--- config.mk ---
export PLATFORM = sky130hd
export DESIGN_NAME = esrp_front
export DESIGN_NICKNAME = d
export VERILOG_FILES = /design/src/rtl/core/esrp_pkg.sv /design/src/rtl/core/esrp_front.sv
export SDC_FILE = /design/constraint.sdc
export NUM_CORES = 1
export LEC_CHECK = 0
export BUFFER_PORTS_ARGS = -buffer_cell sky130_fd_sc_hd__buf_2
export CORE_MARGIN = 5
export CORE_UTILIZATION = 40
export DETAILED_ROUTE_END_ITERATION = 8
export GPL_TIMING_DRIVEN = 0
export MAX_ROUTING_LAYER = met4
export SKIP_LAST_GASP = 1
export SYNTH_ARGS = -nofsm -noshare
export SYNTH_HDL_FRONTEND = slang
export SYNTH_SLANG_ARGS = --single-unit
--- constraint.sdc ---
create_clock -name i_clk -period 2.5 [get_ports i_clk]
set_input_delay 0.125 -clock i_clk [delete_from_list [all_inputs] [get_ports i_clk]]
set_output_delay 0.125 -clock i_clk [all_outputs]
set_load 0.005 [all_outputs]
--- src/rtl/core/esrp_pkg.sv ---
`timescale 1ns / 1ps
// ----------------------------------------------------------------------------
// Engine sound player package
// Shared widths, codes, reset values and types of the rpm playback block.
// ----------------------------------------------------------------------------
package esrp_pkg;

    localparam int ACT_W      = 2;
    localparam int THR_W      = 10;
    localparam int LIDX_W     = 12;
    localparam int SAMP_W     = 8;
    localparam int RPM_W      = 14;
    localparam int PERIOD_W   = 16;
    localparam int BASE_W     = 16;
    localparam int MULT_W     = 16;
    localparam int LEN_CFG_W  = 13;
    localparam int STEP_W     = 8;
    localparam int PROD_W     = RPM_W + MULT_W;
    localparam int DEN_W      = BASE_W + 1 + (PROD_W - 8) - BASE_W;
    localparam int CFG_IDX_W  = 3;
    localparam int CFG_DATA_W = 16;
    localparam int IN_DATA_W  = 32;
    localparam int OUT_DATA_W = 40;
    localparam int OUT_PAD_W  = OUT_DATA_W - SAMP_W - RPM_W - PERIOD_W;
    localparam int IN_PAD_W   = IN_DATA_W - THR_W - 1 - LIDX_W - SAMP_W;
    localparam int Q_DEPTH    = 2;

    localparam logic [ACT_W-1:0] ACT_TICK = 2'd0;
    localparam logic [ACT_W-1:0] ACT_CTRL = 2'd1;
    localparam logic [ACT_W-1:0] ACT_LOAD = 2'd2;

    localparam logic [CFG_IDX_W-1:0] CFG_BASE_RATE   = 3'd0;
    localparam logic [CFG_IDX_W-1:0] CFG_SPEED_MULT  = 3'd1;
    localparam logic [CFG_IDX_W-1:0] CFG_SAMPLE_LEN  = 3'd2;
    localparam logic [CFG_IDX_W-1:0] CFG_RISE_STEP   = 3'd3;
    localparam logic [CFG_IDX_W-1:0] CFG_FALL_STEP   = 3'd4;
    localparam logic [CFG_IDX_W-1:0] CFG_MAX_RPM     = 3'd5;

    localparam int BASE_RATE_RST = 22050;
    localparam logic [BASE_W-1:0]    RST_BASE_RATE  = 16'd22050;
    localparam logic [MULT_W-1:0]    RST_SPEED_MULT = 16'd256;
    localparam logic [LEN_CFG_W-1:0] RST_SAMPLE_LEN = 13'd4096;
    localparam logic [STEP_W-1:0]    RST_RISE_STEP  = 8'd18;
    localparam logic [STEP_W-1:0]    RST_FALL_STEP  = 8'd12;
    localparam logic [RPM_W-1:0]     RST_MAX_RPM    = 14'd8184;

    localparam logic [SAMP_W-1:0]   LEVEL_OFF  = 8'hFF;
    localparam logic [PERIOD_W-1:0] PERIOD_MAX = 16'hFFFF;

    typedef enum logic [1:0] {
        KIND_TICK,
        KIND_CTRL,
        KIND_LOAD,
        KIND_NONE
    } t_kind;

    typedef enum logic [2:0] {
        BS_IDLE,
        BS_READ,
        BS_MUL,
        BS_DEN,
        BS_DIV
    } t_bstate;

    typedef struct packed {
        logic [BASE_W-1:0]    base_rate;
        logic [MULT_W-1:0]    speed_mult;
        logic [LEN_CFG_W-1:0] sample_length;
        logic [STEP_W-1:0]    rise_step;
        logic [STEP_W-1:0]    fall_step;
        logic [RPM_W-1:0]     max_rpm;
    } t_cfg;

    typedef struct packed {
        t_kind              kind;
        logic [THR_W-1:0]   throttle;
        logic               engine_on;
        logic [LIDX_W-1:0]  load_index;
        logic [SAMP_W-1:0]  load_value;
    } t_item;

    typedef struct packed {
        logic busy;
        logic div_busy;
    } t_back_stat;

endpackage

--- src/rtl/core/esrp_front.sv ---
`timescale 1ns / 1ps
// ----------------------------------------------------------------------------
// Engine sound player front end
// Accepts input transfers, decodes the action into a kind and queues items.
// ----------------------------------------------------------------------------
module esrp_front import esrp_pkg::*; (
    input  logic                 i_clk,
    input  logic                 i_rst_n,
    input  logic                 s_axis_tvalid,
    output logic                 s_axis_tready,
    input  logic [IN_DATA_W-1:0] s_axis_tdata,
    input  logic [ACT_W-1:0]     s_axis_tuser,
    output logic                 o_q_valid,
    output t_item                o_q_item,
    input  logic                 i_q_pop
);

    localparam int QP_W = (Q_DEPTH > 1) ? $clog2(Q_DEPTH) : 1;
    localparam int QC_W = $clog2(Q_DEPTH + 1);

    t_item            r_buf [Q_DEPTH];
    logic [QP_W-1:0]  r_wp, n_wp;
    logic [QP_W-1:0]  r_rp, n_rp;
    logic [QC_W-1:0]  r_cnt, n_cnt;
    t_item            w_item;
    logic             w_push;

    always_comb begin
        w_item.throttle   = s_axis_tdata[THR_W-1:0];
        w_item.engine_on  = s_axis_tdata[THR_W];
        w_item.load_index = s_axis_tdata[THR_W+1+:LIDX_W];
        w_item.load_value = s_axis_tdata[THR_W+1+LIDX_W+:SAMP_W];
        case (s_axis_tuser)
            ACT_TICK: w_item.kind = KIND_TICK;
            ACT_CTRL: w_item.kind = KIND_CTRL;
            ACT_LOAD: w_item.kind = KIND_LOAD;
            default:  w_item.kind = KIND_NONE;
        endcase
    end

    assign s_axis_tready = (r_cnt != QC_W'(Q_DEPTH));
    assign w_push        = s_axis_tvalid && s_axis_tready;
    assign o_q_valid     = (r_cnt != '0);
    assign o_q_item      = r_buf[r_rp];

    always_comb begin
        n_wp  = r_wp;
        n_rp  = r_rp;
        n_cnt = r_cnt;
        if (w_push) begin
            n_wp = (r_wp == QP_W'(Q_DEPTH - 1)) ? '0 : r_wp + 1'b1;
        end
        if (i_q_pop) begin
            n_rp = (r_rp == QP_W'(Q_DEPTH - 1)) ? '0 : r_rp + 1'b1;
        end
        if (w_push && !i_q_pop) begin
            n_cnt = r_cnt + 1'b1;
        end else if (!w_push && i_q_pop) begin
            n_cnt = r_cnt - 1'b1;
        end
    end

    always_ff @(posedge i_clk) begin
        if (!i_rst_n) begin
            r_wp  <= '0;
            r_rp  <= '0;
            r_cnt <= '0;
        end else begin
            r_wp  <= n_wp;
            r_rp  <= n_rp;
            r_cnt <= n_cnt;
        end
    end

    always_ff @(posedge i_clk) begin
        if (w_push) begin
            r_buf[r_wp] <= w_item;
        end
    end

endmodule

Word-level counts from Yosys, hierarchy flattened
Memory sizes are Yosys's and may differ from the RTL's. A register that Yosys moved wholly into a read port is not among the register bits.
Index checks and enable logic that the tools add are counted.
W data, S select, Z words.
{"block": "op_classes", "n_addsub": 4, "muxes": 9, "n_eq_ne": 3, "n_reduce_logical": 8}
{"operator": "$mux W1", "n": 6}
{"operator": "$pmux W2 S3", "n": 1}
{"operator": "$mux W2", "n": 2}
{"operator": "$reduce_bool A2 Y1", "n": 2}
{"operator": "$logic_and A1 B1 Y1", "n": 3}
{"operator": "$add A1 B1 Y1 const B", "n": 2}
{"operator": "$add A2 B1 Y2 const B", "n": 1}
{"operator": "$eq A2 B1 Y1 const B", "n": 1}
{"operator": "$eq A2 B2 Y1 const B", "n": 1}
{"operator": "$logic_not A1 Y1", "n": 2}
{"operator": "$logic_not A2 Y1", "n": 1}
{"operator": "$ne A2 B2 Y1 const B", "n": 1}
{"operator": "$sub A2 B1 Y2 const B", "n": 1}
{"block": "word_totals", "ram_bits": 66, "inputBits": 38, "output_inout_bits": 35, "elab_cells": 28, "memories": 1, "register_bits": 4}
{"name": "r_buf", "words": 2, "word_bits": 33, "read_ports": 1, "rd_ports_with_merged_regs": 1, "wr": 1, "line": "esrp_front.sv:21", "text": "t_item r_buf [Q_DEPTH];"}

Depth between registers and ports, before layout
Gate-level depths: netlist of run 1.
{"block": "logic_depth", "ltp_word": 6, "depth_mapped": 6, "ltp_nobuf": 6}

Worst setup path after synthesis of run 1
OpenSTA, ideal clock, no wires.
{"block": "synth_path", "path_type": "register to register", "from": "register r_cnt[0]", "to": "memory r_buf[1][0] (netlist name) (enable)", "n_path_buf": 0, "synth_period_minus_slack_ns": 1.785, "path_slack_ns": 0.715, "stages_incl_launch_ff": 3, "required_ns": 2.107, "arrival_ns": 1.392, "setup_time_ns": 0.393, "path_cell_list": "dfxtp_1 -> nand2b_4 -> and3_1"}
{"block": "synth_via", "elab_chain_len": 4}
{"item": "start, declared", "line": "esrp_front.sv:24", "text": "logic [QC_W-1:0] r_cnt, n_cnt;"}
{"item": "start signal, assigned", "line": "esrp_front.sv:71", "text": "r_cnt <= n_cnt;"}
{"item": "$ne A2 B2 Y1", "line": "esrp_front.sv:41", "text": "assign s_axis_tready = (r_cnt != QC_W'(Q_DEPTH));"}
{"item": "via s_axis_tready", "line": "esrp_front.sv:10", "text": "output logic s_axis_tready,"}
{"item": "$logic_and A1 B1 Y1", "line": "esrp_front.sv:42", "text": "assign w_push = s_axis_tvalid && s_axis_tready;"}
{"item": "$mux W1", "line": "esrp_front.sv:76", "text": "if (w_push) begin"}
{"item": "$mux W1 (implied by the code)", "line": "esrp_front.sv:77", "text": "r_buf[r_wp] <= w_item;"}
{"item": "end, declared", "line": "esrp_front.sv:21"}
The timed path passes the listed nets, and every way through them passes these cells.

Worst setup path after layout of run 1
{"block": "layout_path", "from": "register r_cnt[0]", "to": "memory r_buf[0][17] (netlist name) (enable)"}
{"block": "layout_via", "elab_chain_len": 4}
{"item": "$ne A2 B2 Y1", "line": "esrp_front.sv:41"}
{"item": "$logic_and A1 B1 Y1", "line": "esrp_front.sv:42"}
{"item": "$mux W1", "line": "esrp_front.sv:76"}
{"item": "$mux W1 (implied by the code)", "line": "esrp_front.sv:77"}
Every way passes these cells.

==> metrics.cfg, run 1 <==
[setup_path]
cp.arrival_ps = 1810
cp_num_buf_inv = 2
cp-end-kind = register
path_depth = 4
required_ps = 2590
crit_path_start_kind = register
crit_chain = nand2b_4 -> nand3b_1 -> clkinv_1 -> buf_16
critPathSlowestCell = clkinv_1
cp_slowest_stage_delay_ps = 460
path_max_fanout = 22
worst-setup-path-type = register to register
path_delay_family = buffers and inverters
ff2ff_path_depth = 4

[finish]
multi_input_comb_area_sq_um = 506.7
drive_gt1_share_pct = 50.81
final_util_pct = 56.66
final_cells = 325
area_delta_synth_final_pct = 37.58
nets = 282
antenna_cells = 0
seqCellArea_sq_um = 2082
final_cell_mix = buf_2, edfxtp_1, mux2_2, dlygate4sd3_1, clkbuf_8
final_common_cell = buf_2
fill_cells = 519

[timing]
relSlewSlack_pct = 47.11
setup_tns_ps = 0
post-route-period-util_pct = 68.96
tightest_slew_ps = 793.3
period_needed_ps = 1724
drv_slew = 0
layout_setup_ws_ps = 776.1
rsz0062_at_grt = no
setup_viol = 0
clock_skew_ps = 8.667
hold_violations = 0
fmax_mhz = 580.1

[synthesis]
synth_top_area_share_pct = 75.36
ys_seq_elements = 71
async_reset_ff_share_pct = 0
synthDistinctLibCells = 20
seq_area_frac_synth_pct = 79.16
ys_warn_count = 0
synth_cells = 129
synth.avg_cell_area_sq_um = 20.39
synthFlopType = edfxtp_1
synthTopCellsByArea = edfxtp_1, mux2_2, dfxtp_1
syn_nets = 168
yosysTopAreaCell = edfxtp_1
syn_area_sq_um = 2630
synth_edf_count = 66

[die]
die_w_microns = 91.09
ios = 73
die_area_sq_um = 8296
die_height_microns = 91.09
rows = 29
core_area_sq_um = 6386
initial_core_util_pct = 41.18

[clock_network]
cts-resized-gates = 0
insertion_delay_ps = 340
numCtsBuffers = 9
tritoncts = done
cts.sinks = 71
cts.clk_slew.worst_paths_ps = 70
htreeDepth = 3
clockBufferDepth = 2
root_buffer = clkbuf_8

[placed_design]
gp_congestion = 0.6496
hpwlAfterDp_mm = 3.184
dp.cells = 275
place_ws_ps = 409.5
io_buffers = 69

[flow_run]
maxCapViolations = 0

[grt]
antenna_found_initial = 0
grtUsageTotal_pct = 12.59
grt_pass1_wl_mm = 7.866
overflow = 0
grt_pass1_vias = 1714
grt_max_degree = 34

[routing]
vias_per_cell = 4.692
wire_per_inst_microns = 15.24
drc = 0
drt_first_iter_violations = 50
wl_mm = 4.954
ant_nets = 0
vias = 1525
dr.pass1.iters = 4

[worst_hold_path]
worstHoldPathCells = 2
min_path_type = primary input to register

[pwr]
power_mw = 2.760
p_leak_nw = 1.384
cellPowerDensity_nw_per_um2 = 762.9
ir_worst_vdd_mv = 0.5051

[outcome]
status = completed

-- path summary, 6_finish.rpt --
path / from / end / slack, ps
setup / recovery: r_cnt[0] / r_buf[0][17] / 780
hold / removal: i_rst_n / r_cnt[0] / 50
setup reg to reg: r_cnt[0] / r_buf[0][17] / 780
hold reg to reg: r_rp / register / 590
-- where the power goes --
group          switching [mW]  internal, mW
Combinational           0.195         0.239
Clock                   0.403         0.451
Sequential             0.0338          1.44
Total                   0.633          2.13
-- kinds of logic (layout without fill, tap and decap cells) --
group / count (synthesis) / count (layout) / share of synthesized area [%]
buffers and inverters: 8 / 127 / 1.617
XOR/XNOR: 3 / 3 / 0.9992
AND/OR/NAND/NOR: 9 / 9 / 2.474
AO/OA/AOI/OAI: 4 / 4 / 1.142
multiplexers: 33 / 33 / 14.13
adder cells (fa/ha/maj): 1 / 1 / 0.4757
flip-flops: 71 / 71 / 79.16
-- cells in the mapped netlist (all sizes together), types with 2 or more instances --
cell type / n
dfxtp: 5
mux2: 33
xor2: 2
buf: 4
a21boi: 2
edfxtp: 66
inv: 2
and2: 4
clkbuf: 2
-- layout make-up --
class	count	share of cell area, %
Inverter	2	0.2075
Tap cell	77	2.663
Clock inverter	7	1.763
Timing Repair Buffer	103	19.43
Buffer	6	0.9682
Clock buffer	9	3.423
Multi-Input combinational cell	50	14.00
Sequential cell	71	57.54
-- per-layer routing --
layer	vias up	track usage [%]	wire length, microns
met3	13	4.050	259
met1	750	12.21	1815
met2	40	22.30	2745
met4	0	6.357	133
li1	722	-	-
met5	-	-	0
-- per-stage QoR --
step	hold WS, ps	instance area (sq um)
finish	49.68	3618
global route	53.68	3618
CTS	43.40	3591
detailed placement	316.8	3073
global placement	313.0	3072
floorplan	223.9	2630
-- state kept, by name, summed over array words and instances (netlist names), named ones only --
name   count
r_cnt      2
r_wp       1
r_buf     66
r_rp       1
-- timing repair --
action                    CTS  global route
hold endpoints to repair   66             0
hold buffers               33             0
setup buffers               0             0
Power figures use the tool's default switching activity.
==> inputs of run 2 (changes only) <==
clock period = 1.7 ns   (was 2.5 ns; I/O delays follow)
==> metrics.cfg, run 2 (synthesis gave the netlist of run 1 again) <==
[timing]
hold_violations = 0  ; unchanged
setup_viol = 0  ; unchanged
rsz0062_at_grt = yes
clock_skew_ps = 14.86  ; +6.195 ps
tightest_slew_ps = 468.1  ; -325.2 ps
relSlewSlack_pct = 68.80  ; +22 points
drv_slew = 0  ; unchanged
period_needed_ps = 1602
post-route-period-util_pct = 94.23
fmax_mhz = 624.3

[finish]
final_cell_mix = buf_2, edfxtp_1, dlygate4sd3_1
area_delta_synth_final_pct = 39.82
fill_cells = 513  ; -1.2%
largest_reg_flops = 66  ; unchanged
top_regs = r_buf: 66 flops, r_cnt: 2 flops
final_cells = 330  ; +1.5%
top_register = r_buf
nets = 287  ; +1.8%
antenna_cells = 0  ; unchanged
drive_gt1_share_pct = 52.17  ; +1.4 points
final_common_cell = buf_2

[grt]
grt_pass1_vias = 1733  ; +1.1%
antenna_found_initial = 0  ; unchanged
overflow = 0  ; unchanged
grt_max_degree = 34  ; unchanged
grtUsageTotal_pct = 13.18  ; +0.58 points
grt_pass1_wl_mm = 8.059  ; +2.5%

[die]
die_w_microns = 91.09  ; unchanged
core_area_sq_um = 6386  ; unchanged
die_area_sq_um = 8296  ; unchanged
die_height_microns = 91.09  ; unchanged
initial_core_util_pct = 41.18  ; unchanged
rows = 29  ; unchanged
ios = 73  ; unchanged

[outcome]
status = completed

[clock_network]
cts.clk_slew.worst_paths_ps = 80  ; about the same
root_buffer = clkbuf_8
insertion_delay_ps = 350  ; about the same
clockBufferDepth = 2  ; unchanged
numCtsBuffers = 9  ; unchanged
htreeDepth = 3  ; unchanged
tritoncts = done
cts.sinks = 71  ; unchanged

[placed_design]
io_buffers = 69  ; unchanged
dp.cells = 275  ; unchanged
gp_congestion = 0.6810  ; +4.8%
hpwlAfterDp_mm = 3.157  ; -0.86%

[pwr]
ir_worst_vdd_mv = 0.6773  ; +34%
cellPowerDensity_nw_per_um2 = 1135  ; +49%
p_leak_nw = 1.399  ; +1.1%
power_mw = 4.172  ; +51%

[routing]
drt_first_iter_violations = 41  ; -18%
wire_per_inst_microns = 15.50  ; +1.7%
ant_nets = 0  ; unchanged
vias = 1552  ; +1.8%
vias_per_cell = 4.703  ; +0.23%
wl_mm = 5.114  ; +3.2%
drc = 0  ; unchanged
dr.pass1.iters = 4  ; unchanged

[worst_hold_path]
min_path_type = primary input to register
hold_start = i_q_pop

[setup_path]
required_ps = 1620  ; -970 ps
rr_startpoint = r_cnt[0]
worst-setup-path-type = register to output pin
cp-end-kind = output pin
path_max_fanout = 10  ; -55%
cp.arrival_ps = 1520  ; -290 ps
crit_path_start_kind = register

[flow_run]
maxCapViolations = 0  ; unchanged

## run 2: worst max-delay path: stages, from the launching register on
cell	delay [ps]
dfxtp_1	310
buf_2	160
buf_4	210
mux2_2	360
buf_2	130
## run 2: path summary, 6_finish.rpt
| path | end | slack [ps] | depth (start not counted) |
|---|---|---|---|
| setup / recovery | o_q_item[9] | 100 | 4 |
| hold reg to reg | r_cnt[1] | 570 | 2 |
| hold / removal | register | 100 | 3 |
| setup reg to reg | r_cnt[1] | 160 | 5 |
## run 2: cell type report
cell class	count	area, sq um	area share [%]
Timing Repair Buffer	107	728.2	19.80
Sequential cell	71	2082	56.62
Clock buffer	9	123.9	3.368
Inverter	2	11.26	0.3062
Timing Repair inverter	1	7.507	0.2042
Multi-Input combinational cell	50	510.5	13.88
Tap cell	77	96.34	2.620
Clock inverter	7	78.83	2.144
Buffer	6	38.79	1.055
## run 2: through the flow
step                      setup slack, ps  hold WS, ps  setup TNS [ps]  cell area, sq um  util, %
after CTS                          -3.435        78.30          -15.85              3631    56.86
final                               98.17        95.21               0              3677    57.58
after global routing               -4.079        88.18          -8.353              3677    57.58
after global placement             -271.6        272.4           -8905              3073    48.12
after floorplan                     37.09        183.9               0              2631        -
after detailed placement           -392.6        276.6          -13570              3073    48.12
## run 2: power by group
part	internal [mW]	switching, mW	total (mW)
Combinational	0.369	0.298	0.667
Clock	0.691	0.651	1.34
Sequential	2.11	0.0522	2.16
## run 2: metal layers
layer / share of wire [%] / track usage, % / up-vias / routed length [microns]
met5: 0 / - / - / 0
met4: 2.0 / 7.335 / 0 / 101
met3: 7.2 / 4.711 / 11 / 367
met2: 52 / 21.33 / 53 / 2675
met1: 39 / 13.96 / 752 / 1970
li1: - / - / 736 / -
## run 2: repair_timing
item | in CTS | in global routing
endpoints found under the hold margin | 69 | 0
gates resized for setup | 3 | 1
hold buffers | 34 | 0
cloned | 1 | 0
setup buffers | 0 | 4
setup endpoints to repair | 66 | 34
